==> src/hdl/gipd_pkg.sv <==
// Shared types, constants and field tables of the navigation page decoder.
`default_nettype none
package gipd_pkg;

  localparam int PAGE_WORDS  = 8;
  localparam int PARAM_COUNT = 30;
  localparam int IOD_BASE    = 30;
  localparam int RAM_DEPTH   = 34;
  localparam int RAM_AW      = 6;
  localparam int CRC_BITS    = 200;
  localparam logic [23:0] CRC_POLY = 24'h864CFB;
  localparam logic [5:0]  ALL_TYPES = 6'h3F;
  localparam int HALF_WEEK_S = 302400;
  localparam int WEEK_ROLL   = 1024;

  // Status codes of the first result of a page.
  localparam logic [2:0] ST_ALERT    = 3'd0;
  localparam logic [2:0] ST_EVEN_ODD = 3'd1;
  localparam logic [2:0] ST_CRC      = 3'd2;
  localparam logic [2:0] ST_UNUSED   = 3'd3;
  localparam logic [2:0] ST_SVID     = 3'd4;
  localparam logic [2:0] ST_STORED   = 3'd5;
  localparam logic [2:0] ST_IOD      = 3'd6;
  localparam logic [2:0] ST_COMPLETE = 3'd7;

  typedef enum logic [9:0] {
    S_IDLE  = 10'b0000000001,
    S_CRC   = 10'b0000000010,
    S_CHK   = 10'b0000000100,
    S_WRF   = 10'b0000001000,
    S_WRIOD = 10'b0000010000,
    S_IODRD = 10'b0000100000,
    S_RDWK  = 10'b0001000000,
    S_STAT  = 10'b0010000000,
    S_PRD   = 10'b0100000000,
    S_PWT   = 10'b1000000000
  } state_t;

  typedef struct packed {
    logic [2:0] wtype;
    logic [5:0] len;
    logic       sgn;
  } field_desc_t;

  // Word type, length and signedness of each parameter.
  function automatic field_desc_t field_desc(input logic [4:0] p);
    field_desc_t d;
    d = '{wtype: 3'd0, len: 6'd1, sgn: 1'b0};
    case (p)
      5'd0:  d = '{3'd0, 6'd12, 1'b0};
      5'd1:  d = '{3'd0, 6'd20, 1'b0};
      5'd2:  d = '{3'd0, 6'd2,  1'b0};
      5'd3:  d = '{3'd1, 6'd10, 1'b0};
      5'd4:  d = '{3'd1, 6'd14, 1'b0};
      5'd5:  d = '{3'd1, 6'd32, 1'b1};
      5'd6:  d = '{3'd1, 6'd32, 1'b0};
      5'd7:  d = '{3'd1, 6'd32, 1'b0};
      5'd8:  d = '{3'd2, 6'd32, 1'b1};
      5'd9:  d = '{3'd2, 6'd32, 1'b1};
      5'd10: d = '{3'd2, 6'd32, 1'b1};
      5'd11: d = '{3'd2, 6'd14, 1'b1};
      5'd12: d = '{3'd3, 6'd24, 1'b1};
      5'd13: d = '{3'd3, 6'd16, 1'b1};
      5'd14: d = '{3'd3, 6'd16, 1'b1};
      5'd15: d = '{3'd3, 6'd16, 1'b1};
      5'd16: d = '{3'd3, 6'd16, 1'b1};
      5'd17: d = '{3'd3, 6'd16, 1'b1};
      5'd18: d = '{3'd4, 6'd16, 1'b1};
      5'd19: d = '{3'd4, 6'd16, 1'b1};
      5'd20: d = '{3'd4, 6'd14, 1'b0};
      5'd21: d = '{3'd4, 6'd31, 1'b1};
      5'd22: d = '{3'd4, 6'd21, 1'b1};
      5'd23: d = '{3'd4, 6'd6,  1'b1};
      5'd24: d = '{3'd5, 6'd10, 1'b1};
      5'd25: d = '{3'd5, 6'd10, 1'b1};
      5'd26: d = '{3'd5, 6'd2,  1'b0};
      5'd27: d = '{3'd5, 6'd2,  1'b0};
      5'd28: d = '{3'd5, 6'd1,  1'b0};
      5'd29: d = '{3'd5, 6'd1,  1'b0};
      default: d = '{3'd7, 6'd1, 1'b0};
    endcase
    return d;
  endfunction

  // Raw field of a parameter; datr[127 - d] holds data bit d.
  function automatic logic [31:0] raw_field(input logic [127:0] datr, input logic [4:0] p);
    logic [31:0] v;
    v = '0;
    case (p)
      5'd0:  v = 32'(datr[127 - 96 -: 12]);
      5'd1:  v = 32'(datr[127 - 108 -: 20]);
      5'd2:  v = 32'(datr[127 - 6 -: 2]);
      5'd3:  v = 32'(datr[127 - 6 -: 10]);
      5'd4:  v = 32'(datr[127 - 16 -: 14]);
      5'd5:  v = datr[127 - 30 -: 32];
      5'd6:  v = datr[127 - 62 -: 32];
      5'd7:  v = datr[127 - 94 -: 32];
      5'd8:  v = datr[127 - 16 -: 32];
      5'd9:  v = datr[127 - 48 -: 32];
      5'd10: v = datr[127 - 80 -: 32];
      5'd11: v = 32'(datr[127 - 112 -: 14]);
      5'd12: v = 32'(datr[127 - 16 -: 24]);
      5'd13: v = 32'(datr[127 - 40 -: 16]);
      5'd14: v = 32'(datr[127 - 56 -: 16]);
      5'd15: v = 32'(datr[127 - 72 -: 16]);
      5'd16: v = 32'(datr[127 - 88 -: 16]);
      5'd17: v = 32'(datr[127 - 104 -: 16]);
      5'd18: v = 32'(datr[127 - 22 -: 16]);
      5'd19: v = 32'(datr[127 - 38 -: 16]);
      5'd20: v = 32'(datr[127 - 54 -: 14]);
      5'd21: v = 32'(datr[127 - 68 -: 31]);
      5'd22: v = 32'(datr[127 - 99 -: 21]);
      5'd23: v = 32'(datr[127 - 120 -: 6]);
      5'd24: v = 32'(datr[127 - 47 -: 10]);
      5'd25: v = 32'(datr[127 - 57 -: 10]);
      5'd26: v = 32'(datr[127 - 67 -: 2]);
      5'd27: v = 32'(datr[127 - 69 -: 2]);
      5'd28: v = 32'(datr[127 - 71 -: 1]);
      5'd29: v = 32'(datr[127 - 72 -: 1]);
      default: v = '0;
    endcase
    return v;
  endfunction

endpackage
`default_nettype wire

==> src/hdl/gnss_inav_page_decoder.sv <==
// Top level of the navigation page-pair decoder: buffer, CRC, field store and result sequencer.
//
//   channel | direction | handshake        | payload
//   in_     | input     | in_valid/stall   | in_word_index, in_page_word
//   out_    | output    | out_valid/stall  | status, page_type, param_valid/id/value, last
//   cfg_    | input     | cfg_wr_en        | cfg_wr_data (satellite id)
//
// Words 0 to 6 are stored in the page buffer. Word 7 starts a decode: a bit-serial CRC over
// 200 bits, then for a good page field writes to the parameter RAM, issue-of-data reads on a
// complete set, then a status result and one result per parameter through the RAM read port.
// Reset is synchronous and clears the control state, the satellite id and the collected-type record.
// A stall on the output holds the result register; input is stalled while a decode runs.
`default_nettype none
module gnss_inav_page_decoder
  import gipd_pkg::*;
(
  input  wire logic               clk,
  input  wire logic               rst_n,
  input  wire logic               in_valid,
  output logic                    in_stall,
  input  wire logic [2:0]         in_word_index,
  input  wire logic [31:0]        in_page_word,
  output logic                    out_valid,
  input  wire logic               out_stall,
  output logic [2:0]              out_status,
  output logic [5:0]              out_page_type,
  output logic                    out_param_valid,
  output logic [4:0]              out_param_id,
  output logic signed [32:0]      out_param_value,
  output logic                    out_last,
  input  wire logic               cfg_wr_en,
  input  wire logic [5:0]         cfg_wr_data
);

  state_t state_r, state_nxt;
  logic [31:0] buf_r [PAGE_WORDS];
  logic [5:0]  sat_id_r;
  logic [5:0]  coll_r, coll_nxt;
  logic [7:0]  cnt_r, cnt_nxt;
  logic [23:0] crc_r, crc_nxt;
  logic [2:0]  st_r, st_nxt;
  logic [5:0]  type_r, type_nxt;
  logic [9:0]  iod0_r, iod0_nxt;
  logic        mism_r, mism_nxt;
  logic [31:0] toe_r, toe_nxt, tow_r, tow_nxt;

  logic        out_valid_r, out_valid_nxt;
  logic [2:0]  o_status_r, o_status_nxt;
  logic [5:0]  o_type_r, o_type_nxt;
  logic        o_pv_r, o_pv_nxt;
  logic [4:0]  o_id_r, o_id_nxt;
  logic signed [32:0] o_val_r, o_val_nxt;
  logic        o_last_r, o_last_nxt;

  logic [255:0] strm;
  logic [127:0] datr;
  logic [23:0]  crc_rx;
  logic         in_take, out_free, crc_bit, crc_top;
  logic [5:0]   dtype;

  logic              ram_we, ram_re;
  logic [RAM_AW-1:0] ram_wa, ram_ra;
  logic [31:0]       ram_wd, ram_rd;

  field_desc_t       fd;
  logic [19:0]       toe60;
  logic signed [22:0] dt;
  logic signed [32:0] pval;
  logic [4:0]        pidx;

  gipd_ram #(.WIDTH(32), .DEPTH(RAM_DEPTH)) u_ram (
    .clk     (clk),
    .wr_en   (ram_we),
    .wr_addr (ram_wa),
    .wr_data (ram_wd),
    .rd_en   (ram_re),
    .rd_addr (ram_ra),
    .rd_data (ram_rd)
  );

  // Serial bit view of the page pair and the 128 data bits.
  always_comb begin
    for (int w = 0; w < PAGE_WORDS; w++) begin
      for (int b = 0; b < 32; b++) begin
        strm[w*32 + b] = buf_r[w][31-b];
      end
    end
    for (int d = 0; d < 128; d++) begin
      datr[127-d] = (d < 112) ? strm[d + 2] : strm[d + 18];
    end
    for (int k = 0; k < 24; k++) begin
      crc_rx[23-k] = strm[210 + k];
    end
  end

  assign dtype    = datr[127 -: 6];
  assign in_stall = (state_r != S_IDLE);
  assign in_take  = in_valid && !in_stall;
  assign out_free = !out_valid_r || !out_stall;
  assign pidx     = cnt_r[4:0];
  assign fd       = field_desc(pidx);

  // CRC input bit: four zero bits, 114 even bits, 82 odd bits.
  always_comb begin
    if (cnt_r < 8'd4) begin
      crc_bit = 1'b0;
    end else if (cnt_r < 8'd118) begin
      crc_bit = strm[cnt_r - 8'd4];
    end else begin
      crc_bit = strm[cnt_r + 8'd10];
    end
    crc_top = crc_r[23] ^ crc_bit;
  end

  // Parameter value with sign extension and the week adjustment.
  always_comb begin
    toe60 = 20'(toe_r[13:0]) * 20'd60;
    dt    = $signed({3'b0, toe60}) - $signed({3'b0, tow_r[19:0]});
    if (pidx == 5'd0) begin
      pval = $signed(33'(ram_rd[11:0]) + 33'(WEEK_ROLL));
      if (dt > 23'sd302400) begin
        pval = pval - 33'sd1;
      end else if (dt < -23'sd302400) begin
        pval = pval + 33'sd1;
      end
    end else if (fd.sgn && ram_rd[5'(fd.len - 6'd1)]) begin
      pval = $signed({1'b0, ram_rd} - (33'd1 << fd.len));
    end else begin
      pval = $signed({1'b0, ram_rd});
    end
  end

  // Decode sequencer.
  always_comb begin
    state_nxt = state_r;
    coll_nxt  = coll_r;
    cnt_nxt   = cnt_r;
    crc_nxt   = crc_r;
    st_nxt    = st_r;
    type_nxt  = type_r;
    iod0_nxt  = iod0_r;
    mism_nxt  = mism_r;
    toe_nxt   = toe_r;
    tow_nxt   = tow_r;
    ram_we    = 1'b0;
    ram_wa    = RAM_AW'(pidx);
    ram_wd    = raw_field(datr, pidx);
    ram_re    = 1'b0;
    ram_ra    = RAM_AW'(pidx);
    out_valid_nxt = out_valid_r && out_stall;
    o_status_nxt  = o_status_r;
    o_type_nxt    = o_type_r;
    o_pv_nxt      = o_pv_r;
    o_id_nxt      = o_id_r;
    o_val_nxt     = o_val_r;
    o_last_nxt    = o_last_r;

    unique case (state_r)
      S_IDLE: begin
        if (in_take && in_word_index == 3'd7) begin
          state_nxt = S_CRC;
          cnt_nxt   = '0;
          crc_nxt   = '0;
        end
      end
      S_CRC: begin
        crc_nxt = {crc_r[22:0], 1'b0} ^ (crc_top ? CRC_POLY : 24'd0);
        cnt_nxt = cnt_r + 8'd1;
        if (cnt_r == 8'(CRC_BITS - 1)) begin
          state_nxt = S_CHK;
        end
      end
      S_CHK: begin
        cnt_nxt  = '0;
        type_nxt = '0;
        if (strm[1] || strm[129]) begin
          st_nxt    = ST_ALERT;
          state_nxt = S_STAT;
        end else if (strm[0] || !strm[128]) begin
          st_nxt    = ST_EVEN_ODD;
          state_nxt = S_STAT;
        end else if (crc_r != crc_rx) begin
          st_nxt    = ST_CRC;
          state_nxt = S_STAT;
        end else if (dtype > 6'd5) begin
          st_nxt    = ST_UNUSED;
          type_nxt  = dtype;
          state_nxt = S_STAT;
        end else begin
          type_nxt  = dtype;
          state_nxt = S_WRF;
          if (dtype == 6'd2) begin
            coll_nxt = '0;
          end
        end
      end
      S_WRF: begin
        // One parameter slot per cycle; only those of this word type are written.
        ram_we  = (6'(fd.wtype) == type_r);
        cnt_nxt = cnt_r + 8'd1;
        if (pidx == 5'(PARAM_COUNT - 1)) begin
          state_nxt = S_WRIOD;
        end
      end
      S_WRIOD: begin
        ram_we  = (type_r >= 6'd1) && (type_r <= 6'd4);
        ram_wa  = RAM_AW'(IOD_BASE) + RAM_AW'(type_r - 6'd1);
        ram_wd  = 32'(datr[121 -: 10]);
        cnt_nxt = '0;
        mism_nxt = 1'b0;
        if (type_r == 6'd4 && datr[111 -: 6] != sat_id_r) begin
          st_nxt    = ST_SVID;
          state_nxt = S_STAT;
        end else begin
          coll_nxt = coll_r | (6'd1 << type_r);
          if ((coll_r | (6'd1 << type_r)) != ALL_TYPES) begin
            st_nxt    = ST_STORED;
            state_nxt = S_STAT;
          end else begin
            state_nxt = S_IODRD;
          end
        end
      end
      S_IODRD: begin
        // Read the four issue-of-data entries and compare them with the first.
        ram_re  = (cnt_r < 8'd4);
        ram_ra  = RAM_AW'(IOD_BASE) + RAM_AW'(cnt_r[1:0]);
        cnt_nxt = cnt_r + 8'd1;
        if (cnt_r == 8'd1) begin
          iod0_nxt = ram_rd[9:0];
        end else if (cnt_r >= 8'd2 && ram_rd[9:0] != iod0_r) begin
          mism_nxt = 1'b1;
        end
        if (cnt_r == 8'd4) begin
          cnt_nxt = '0;
          if (mism_nxt) begin
            st_nxt    = ST_IOD;
            state_nxt = S_STAT;
          end else begin
            st_nxt    = ST_COMPLETE;
            state_nxt = S_RDWK;
          end
        end
      end
      S_RDWK: begin
        // Fetch toe and tow for the week correction.
        cnt_nxt = cnt_r + 8'd1;
        ram_re  = (cnt_r < 8'd2);
        ram_ra  = (cnt_r == 8'd0) ? RAM_AW'(4) : RAM_AW'(1);
        if (cnt_r == 8'd1) begin
          toe_nxt = ram_rd;
        end
        if (cnt_r == 8'd2) begin
          tow_nxt   = ram_rd;
          cnt_nxt   = '0;
          state_nxt = S_STAT;
        end
      end
      S_STAT: begin
        if (out_free) begin
          out_valid_nxt = 1'b1;
          o_status_nxt  = st_r;
          o_type_nxt    = type_r;
          o_pv_nxt      = 1'b0;
          o_id_nxt      = '0;
          o_val_nxt     = '0;
          o_last_nxt    = (st_r != ST_COMPLETE);
          cnt_nxt       = '0;
          state_nxt     = (st_r == ST_COMPLETE) ? S_PRD : S_IDLE;
        end
      end
      S_PRD: begin
        ram_re    = 1'b1;
        state_nxt = S_PWT;
      end
      S_PWT: begin
        if (out_free) begin
          out_valid_nxt = 1'b1;
          o_status_nxt  = st_r;
          o_type_nxt    = type_r;
          o_pv_nxt      = 1'b1;
          o_id_nxt      = pidx;
          o_val_nxt     = pval;
          o_last_nxt    = (pidx == 5'(PARAM_COUNT - 1));
          cnt_nxt       = cnt_r + 8'd1;
          state_nxt     = (pidx == 5'(PARAM_COUNT - 1)) ? S_IDLE : S_PRD;
        end
      end
      default: state_nxt = S_IDLE;
    endcase
  end

  // Control registers.
  always_ff @(posedge clk) begin
    if (!rst_n) begin
      state_r     <= S_IDLE;
      coll_r      <= '0;
      sat_id_r    <= '0;
      out_valid_r <= 1'b0;
      cnt_r       <= '0;
    end else begin
      state_r     <= state_nxt;
      coll_r      <= coll_nxt;
      out_valid_r <= out_valid_nxt;
      cnt_r       <= cnt_nxt;
      if (cfg_wr_en) begin
        sat_id_r <= cfg_wr_data;
      end
    end
  end

  // Payload and working registers.
  always_ff @(posedge clk) begin
    if (in_take) begin
      buf_r[in_word_index] <= in_page_word;
    end
    crc_r      <= crc_nxt;
    st_r       <= st_nxt;
    type_r     <= type_nxt;
    iod0_r     <= iod0_nxt;
    mism_r     <= mism_nxt;
    toe_r      <= toe_nxt;
    tow_r      <= tow_nxt;
    o_status_r <= o_status_nxt;
    o_type_r   <= o_type_nxt;
    o_pv_r     <= o_pv_nxt;
    o_id_r     <= o_id_nxt;
    o_val_r    <= o_val_nxt;
    o_last_r   <= o_last_nxt;
  end

  assign out_valid       = out_valid_r;
  assign out_status      = o_status_r;
  assign out_page_type   = o_type_r;
  assign out_param_valid = o_pv_r;
  assign out_param_id    = o_id_r;
  assign out_param_value = o_val_r;
  assign out_last        = o_last_r;

endmodule
`default_nettype wire

==> src/hdl/gipd_ram.sv <==
// Generic single-write, single-read RAM with a registered read port.
`default_nettype none
module gipd_ram #(
  parameter int WIDTH = 32,
  parameter int DEPTH = 34
) (
  input  wire logic                     clk,
  input  wire logic                     wr_en,
  input  wire logic [$clog2(DEPTH)-1:0] wr_addr,
  input  wire logic [WIDTH-1:0]         wr_data,
  input  wire logic                     rd_en,
  input  wire logic [$clog2(DEPTH)-1:0] rd_addr,
  output logic      [WIDTH-1:0]         rd_data
);

  logic [WIDTH-1:0] mem [DEPTH];

  // Write and registered read.
  always_ff @(posedge clk) begin
    if (wr_en) begin
      mem[wr_addr] <= wr_data;
    end
    if (rd_en) begin
      rd_data <= mem[rd_addr];
    end
  end

endmodule
`default_nettype wire

==> config.mk <==
export PLATFORM = sky130hd
export DESIGN_NAME = gnss_inav_page_decoder
export DESIGN_NICKNAME = d
export VERILOG_FILES = /design/src/hdl/gipd_pkg.sv /design/src/hdl/gnss_inav_page_decoder.sv /design/src/hdl/gipd_ram.sv
export SDC_FILE = /design/constraint.sdc
export NUM_CORES = 2
export LEC_CHECK = 0
export BUFFER_PORTS_ARGS = -buffer_cell sky130_fd_sc_hd__buf_2
export CORE_MARGIN = 3
export CORE_UTILIZATION = 35
export DETAILED_ROUTE_END_ITERATION = 7
export PLACE_DENSITY_LB_ADDON = 0.2
export SLEW_MARGIN = 5
export SYNTH_ARGS = -nofsm -noshare
export SYNTH_HDL_FRONTEND = slang
export SYNTH_SLANG_ARGS = --single-unit
==> constraint.sdc <==
create_clock -name clk -period 13.5 [get_ports clk]
set_input_delay 1.35 -clock clk [delete_from_list [all_inputs] [get_ports clk]]
set_output_delay 1.35 -clock clk [all_outputs]
set_load 0.02 [all_outputs]
# Word level (Yosys, flattened, before mapping)
# Memories as Yosys holds them, arrays and structs flattened. A register that Yosys moved wholly into a read port is not among the register bits.
# Index checks and enable logic that the tools add are counted.
# word_totals
reg_bits	158
latch_bits	0
ram_bits	1344
rom_bits	320
in_bits	46
elab_cells	241
mem_count	3
# op_classes
add_sub_neg	12
mul	1
div	0
magnitude_cmp	12
n_eq_ne	69
shifts	2
n_mux	85
bitwise	3
n_reduce_logical	36
# memory_table
name	words	word_bits	read_ports	rd_ports_with_merged_regs	write_ports	line_no	rtl
u_ram.mem	34	32	1	1	1	gipd_ram.sv:16	logic [WIDTH-1:0] mem [DEPTH];
(name not given)	32	10	1	1	0	gipd_pkg.sv:49	case (p)
buf_r	8	32	8	0	1	gnss_inav_page_decoder.sv:36	logic [31:0] buf_r [PAGE_WORDS];
# ops
operator	n
$pmux 32 s30	1
$mux 33	5
$pmux 10 s10	1
$mux 8	12
$eq 5x5->1 const B	14
$mux 10	7
$pmux 33 s2	1
$pmux 8 s7	1
$mux 24	2
$pmux 24 s2	1
$mux 6	7
$eq 5x4->1 const B	8
$shl 1x6->33 const A	1
$sub 32x33->33	1
$mux 32	1
$ne 2x2->1 const B	13
$mux 3	8
$ne 24x24->1	1
$pmux 6 s2	2
$xor 24x24->24	1
$gt 21x20->1 const B	1
$lt 21x20->1 const B	1
$sub 20x20->21	1
$eq 5x3->1 const B	4
other kinds (73)	125

# Logic depth before layout (Yosys ltp)
# logic_depth
depth_word	9
ltp_mapped	29
mapped_depth_nobuf	27

# Modules after synthesis
# Synthesis repeated with hierarchy kept, for this count alone.
# hier_totals
cells_unflattened	4632
hier_area_um2	71427.3
# by_module_without_submodules
mod	instances	cells_per_inst	area_per_inst_um2	seq_area_each_um2
gipd_ram	1	2276	43638.1	33632.3
gnss_inav_page_decoder	1	2356	27789.2	12321.8

# Least setup slack after synthesis
# No wires, ideal clock.
# synth_timing
kind	flip-flop to flip-flop
startpoint	reg toe_r[1]
endpoint	reg o_val_r[11], in the netlist out_param_value[11], data pin
arrival_time_ns	6.329
required_time_ns	13.245
slack_ns	6.916
path_stages_with_launch	28
path_cell_list	edfxtp_1 -> fa_1 -> fa_1 -> inv_1 -> fa_1 -> nor2b_1 -> o21ai_0 -> a21boi_0 -> o21ai_0 -> a21boi_0 -> o21ai_0 -> a21boi_0 -> o21ai_0 -> nor2b_1 -> xnor2_1 -> ha_1 -> clkbuf_1 -> nand3_1 -> nor2_1 -> a22oi_1 -> and4_1 -> nor3_2 -> o2111ai_1 -> or4_1 -> nor2_4 -> nor4_1 -> or3_1 -> a31o_1
# synth_between
elab_chain_cells	8
elab_cells_between_ends	9
cone_classes	1 x add/sub; 1 x mul; 2 x order compare; 5 x mux
# synth_rtl
item	line_no	rtl
start: declaration	gnss_inav_page_decoder.sv:45	logic [31:0] toe_r, toe_nxt, tow_r, tow_nxt;
start signal: assignment	gnss_inav_page_decoder.sv:322	toe_r <= toe_nxt;
$mul 14x4->18 *	gnss_inav_page_decoder.sv:117	toe60 = 20'(toe_r[13:0]) * 20'd60;
$sub 20x20->21 *	gnss_inav_page_decoder.sv:118	dt = $signed({3'b0, toe60}) - $signed({3'b0, tow_r[19:0]});
$lt 21x20->1	gnss_inav_page_decoder.sv:123	end else if (dt < -23'sd302400) begin
$mux 14	gnss_inav_page_decoder.sv:123	
$mux 33 *	gnss_inav_page_decoder.sv:121	if (dt > 23'sd302400) begin
$mux 33 *	gnss_inav_page_decoder.sv:119	if (pidx == 5'd0) begin
$mux 33 *	gnss_inav_page_decoder.sv:277	if (out_free) begin
$pmux 33 s2 *	gnss_inav_page_decoder.sv:158	unique case (state_r)
end signal: assignment	gnss_inav_page_decoder.sv:328	o_val_r <= o_val_nxt;
end: declaration	gnss_inav_page_decoder.sv:52	logic signed [32:0] o_val_r, o_val_nxt;
# Mark *: on every way between the ends. The rest lies on a longest branch, timed or not. The select of a mux whose other input is x is not followed.
# A chain may end at the register's enable or synchronous reset.

# Worst setup path after layout
# Same ends and word-level chain as after synthesis.

==> report_table.html <==
<table>
<tr><th>Metric</th><th>Value</th></tr>
<tr><th colspan="2">Status</th></tr>
<tr><td>Result of the run</td><td>finished clean</td></tr>
<tr><th colspan="2">Placed design</th></tr>
<tr><td>Worst slack, placed</td><td>6.034 ns</td></tr>
<tr><td>Count of placed standard cells including taps</td><td>8,169</td></tr>
<tr><td>Sum of net half-perimeters after detailed placement</td><td>138,700 microns</td></tr>
<tr><td>Placer Congestion</td><td>0.9419</td></tr>
<tr><td>Port buffer count</td><td>96</td></tr>
<tr><td>Placement Cell Area</td><td>0.07540 sq mm</td></tr>
<tr><th colspan="2">Clock tree</th></tr>
<tr><td>Number of H-tree levels</td><td>4</td></tr>
<tr><td>Setup bufs post-CTS</td><td>0</td></tr>
<tr><td>CTS tree</td><td>yes</td></tr>
<tr><td>Resized Gates After CTS</td><td>0</td></tr>
<tr><td>Skew-Pair Late Insertion Delay</td><td>0.83 ns</td></tr>
<tr><td>Sinks on Clock Net</td><td>1,544</td></tr>
<tr><td>Cts bufs inserted</td><td>170</td></tr>
<tr><td>Clock-pin slew reported for the worst setup and hold paths after clock tree synthesis</td><td>0.07 ns</td></tr>
<tr><td>CTS root buf</td><td>clkbuf_16</td></tr>
<tr><td>Clock buffer depth</td><td>3</td></tr>
<tr><td>Hold buffers post-CTS</td><td>0</td></tr>
<tr><th colspan="2">Synthesis</th></tr>
<tr><td>Count of mapped cells out of synthesis</td><td>5,661</td></tr>
<tr><td>Top-area cell type share of the netlist area</td><td>0.6314</td></tr>
<tr><td>Post-synthesis instance area</td><td>0.07148 sq mm</td></tr>
<tr><td>Cell taking the most area after synthesis</td><td>edfxtp_1</td></tr>
<tr><td>Number of distinct standard cells referenced by the synthesized netlist</td><td>94</td></tr>
<tr><td>EDFF count, synth</td><td>1,503</td></tr>
<tr><td>Synth async-reset ratio</td><td>0</td></tr>
<tr><td>Number of synthesis warnings</td><td>0</td></tr>
<tr><td>Post-synthesis area per instance</td><td>12.63 sq um</td></tr>
<tr><td>Number of nets in the synthesized netlist</td><td>5,834</td></tr>
<tr><td>Ranking of synthesized cells by area</td><td>edfxtp_1 63%, nand2_1 6.4%, mux4_2 4.8%</td></tr>
<tr><td>Proportion of synthesized chip area in sequential cells</td><td>0.6429</td></tr>
<tr><td>Dominant synthesized flop cell</td><td>edfxtp_1</td></tr>
<tr><td>Number of storage elements in the synthesis netlist</td><td>1,544</td></tr>
<tr><th colspan="2">Power</th></tr>
<tr><td>P_int</td><td>8.733 mW</td></tr>
<tr><td>Switching portion of total power</td><td>0.2864</td></tr>
<tr><td>Clock network fraction of design power</td><td>0.362</td></tr>
<tr><td>Total power consumption of the routed design</td><td>12.24 mW</td></tr>
<tr><td>Net load switching power</td><td>3.505 mW</td></tr>
<tr><td>Proportion of power drawn by flip-flops and latches</td><td>0.460</td></tr>
<tr><td>Max IR drop VDD</td><td>0.0001391 V</td></tr>
<tr><td>Reported leakage power</td><td>26.40 nW</td></tr>
<tr><td>Power per standard cell area</td><td>151.7 mW/mm^2</td></tr>
<tr><td>Power share of the combinational group</td><td>0.178</td></tr>
<tr><th colspan="2">Timing</th></tr>
<tr><td>Time the worst path needs with I/O delays and setup</td><td>7.523 ns</td></tr>
<tr><td>Unrepaired setup endpoints after global routing</td><td>no</td></tr>
<tr><td>Sum of negative setup slack</td><td>0 ns</td></tr>
<tr><td>Max-slew violation total from the final report</td><td>0</td></tr>
<tr><td>Final WS setup</td><td>5.977 ns</td></tr>
<tr><td>Worst slew margin</td><td>0.1592</td></tr>
<tr><td>Actual slew at the worst max-slew pin</td><td>1.259 ns</td></tr>
<tr><td>Setup-violating endpoint count in the final report</td><td>0</td></tr>
<tr><td>Final worst-path cycle share</td><td>0.5572</td></tr>
<tr><td>Setup Skew</td><td>0.07603 ns</td></tr>
<tr><td>Hold slack final</td><td>0.4623 ns</td></tr>
<tr><td>Timing-limited maximum frequency</td><td>0.1329 GHz</td></tr>
<tr><td>Final hold vios</td><td>0</td></tr>
<tr><th colspan="2">Setup path</th></tr>
<tr><td>Reg2reg path depth</td><td>24</td></tr>
<tr><td>Class of the most critical setup path</td><td>register to register</td></tr>
<tr><td>Crit start category</td><td>register</td></tr>
<tr><td>Biggest fanout along the worst timing path</td><td>10</td></tr>
<tr><td>Required time reported for the critical path endpoint</td><td>14.08 ns</td></tr>
<tr><td>Category of the worst setup path capture point</td><td>register</td></tr>
<tr><td>Cell-by-cell listing of the critical path</td><td>fa_1 &gt; fa_1 &gt; ha_1 &gt; a21o_1 &gt; a21oi_1 &gt; o21ai_0 &gt; a21oi_1 &gt; nor2b_1 &gt; o21ai_0 &gt; a31oi_1 &gt; o41ai_1 &gt; xnor2_1 &gt; ha_1 &gt; nand3_1 &gt; nor2_1 &gt; a221oi_1 &gt; o21ai_0 &gt; nor3_2 &gt; o2111ai_1 &gt; or4_1 &gt; nor2_4 &gt; nor4_1 &gt; or3_1 &gt; a31o_1</td></tr>
<tr><td>Most repeated library cell on the critical path</td><td>o21ai_0</td></tr>
<tr><td>Delay contributed by the slowest stage of the critical path</td><td>0.63 ns</td></tr>
<tr><td>Arrival @ worst endpoint</td><td>8.10 ns</td></tr>
<tr><td>Max stage delay cell, worst path</td><td>fa_1</td></tr>
<tr><th colspan="2">Final layout</th></tr>
<tr><td>Cell area after layout</td><td>0.08069 sq mm</td></tr>
<tr><td>Commonest non-fill, non-tap cells in the layout</td><td>1,503 x edfxtp_1, 1,218 x nand2_1, 605 x nand3_1, 171 x clkbuf_16, 164 x a311oi_1</td></tr>
<tr><td>Commonest non-fill, non-tap cell in the layout</td><td>edfxtp_1</td></tr>
<tr><td>Fin nets</td><td>5,842</td></tr>
<tr><td>Fill cells</td><td>18,930</td></tr>
<tr><td>Count of non-filler cells in the finished layout</td><td>8,471</td></tr>
<tr><td>Utilization after layout</td><td>0.3984</td></tr>
<tr><td>Layout overhead on the synthesized area</td><td>12.89%</td></tr>
<tr><td>Ratio of cells with drive above 1 in the final layout</td><td>0.1234</td></tr>
<tr><th colspan="2">Floorplanning</th></tr>
<tr><td>Placement Rows</td><td>165</td></tr>
<tr><td>Width of the die</td><td>457.9 microns</td></tr>
<tr><td>Initial Util</td><td>0.3529</td></tr>
<tr><td>Full die area</td><td>0.2097 sq mm</td></tr>
<tr><td>Number of primary I/O pins</td><td>97</td></tr>
<tr><td>Vertical extent of the die</td><td>457.9 microns</td></tr>
<tr><td>CORE AREA</td><td>0.2025 sq mm</td></tr>
<tr><th colspan="2">Global route</th></tr>
<tr><td>Largest net degree at the start of global routing</td><td>155</td></tr>
<tr><td>Gr ovfl total</td><td>0</td></tr>
<tr><td>Total global routing track utilization</td><td>0.2280</td></tr>
<tr><td>Global-route wire length before repair</td><td>349,800 microns</td></tr>
<tr><td>Vias in the first global route</td><td>46,920</td></tr>
<tr><td>Antenna violations before repair</td><td>14</td></tr>
<tr><th colspan="2">Drt</th></tr>
<tr><td>Post-detailed-route via-to-cell ratio</td><td>5.833</td></tr>
<tr><td>Wire length per cell after detailed routing</td><td>28.85 microns</td></tr>
<tr><td>Residual DRC</td><td>0</td></tr>
<tr><td>Post-route antenna net violation count</td><td>0</td></tr>
<tr><td>Post-Route WL</td><td>244,400 microns</td></tr>
<tr><td>Violation count after the first detailed-route iteration</td><td>5,953</td></tr>
<tr><td>Total number of vias</td><td>49,410</td></tr>
<tr><td>Router iterations before antenna repair</td><td>7</td></tr>
<tr><th colspan="2">Worst hold path</th></tr>
<tr><td>Hold crit path type</td><td>register to register</td></tr>
<tr><td>Cell depth of the worst min-delay path</td><td>0</td></tr>
<tr><th colspan="2">Run</th></tr>
<tr><td>Max_cap viols</td><td>0</td></tr>
</table>
-- power groups by stage --
stage | clock network [mW] | registers (mW) | logic [mW]
2_1_floorplan | 0 | 5.70 | 1.36
3_3_place_gp | 0 | 5.72 | 2.17
3_5_place_dp | 0 | 5.72 | 2.17
4_1_cts | 4.53 | 5.62 | 2.18
5_1_grt | 4.73 | 5.63 | 2.33
6_report | 4.43 | 5.63 | 2.18
-- kinds of logic after synthesis --
logic type | count (synthesis) | synth area share
adder cells (fa/ha/maj) | 127 | 0.02496
AO/OA/AOI/OAI | 801 | 0.08537
AND/OR/NAND/NOR | 2376 | 0.1482
XOR/XNOR | 125 | 0.01542
multiplexers | 196 | 0.05439
flip-flops | 1544 | 0.6429
buffers and inverters | 492 | 0.02871
-- flip-flops by register name (all words and copies together) (netlist names), 8 cells and up --
signal,cells
out_param_value,33
cnt_r,8
u_ram.rd_data,32
tow_r,20
buf_r,256
toe_r,14
state_r,10
fd,10
u_ram.mem,1088
iod0_r,10
crc_r,24
-- metal layers --
layer  GRT usage  vias up  share of wire
met4     0.06911        4          0.031
met3     0.04735      416          0.082
met1      0.3249    25300           0.43
met2      0.3503     2152           0.45
li1            -    21540              -
met5           0        -       0.000094
-- final timing paths --
path / startpoint / endpoint / slack, ns
setup / recovery: toe_r[1]$_DFFE_PP_ / out_param_value[11]$_SDFFCE_PN0P_ / 5.98
hold / removal: st_r[1]$_DFFE_PP_ / out_status[1]$_DFFE_PP_ / 0.46
setup reg to reg: toe_r[1]$_DFFE_PP_ / out_param_value[11]$_SDFFCE_PN0P_ / 5.98
hold reg to reg: st_r[1]$_DFFE_PP_ / out_status[1]$_DFFE_PP_ / 0.46
-- cell usage after synthesis, types with 80 or more instances --
library cell and count:
inv_1 98, a22oi_1 133, a21oi_1 88, a311oi_1 164
nor2_1 202, clkbuf_1 238, buf_2 107, and3_1 93
nand3_1 605, nand2_1 1220, mux4_2 153, ha_1 101
edfxtp_1 1503, xnor2_1 80
-- critical path: cells and delay by family, from the launching register on --
| kind | cells | cell delay [ns] |
|---|---|---|
| DFF | 1 | 0.45 |
| adders and majority gates | 4 | 1.81 |
| and+or+nand+nor | 8 | 1.91 |
| AOI/OAI and AO/OA | 11 | 2.94 |
| xor gates and xnor gates | 1 | 0.17 |
-- cell type report --
| class | count | area, sq um | area share |
|---|---|---|---|
| Sequential cell | 1544 | 45960 | 0.5696 |
| Clock inverter | 75 | 782.0 | 0.009692 |
| Tap cell | 2672 | 3343 | 0.04143 |
| Timing Repair Buffer | 225 | 1574 | 0.01951 |
| Multi-Input combinational cell | 3625 | 24140 | 0.2991 |
| Antenna cell | 3 | 7.507 | 0.00009304 |
| Inverter | 103 | 386.6 | 0.004792 |
| Clock buffer | 224 | 4498 | 0.05575 |
Note: power is estimated with default switching activity, not from simulation.
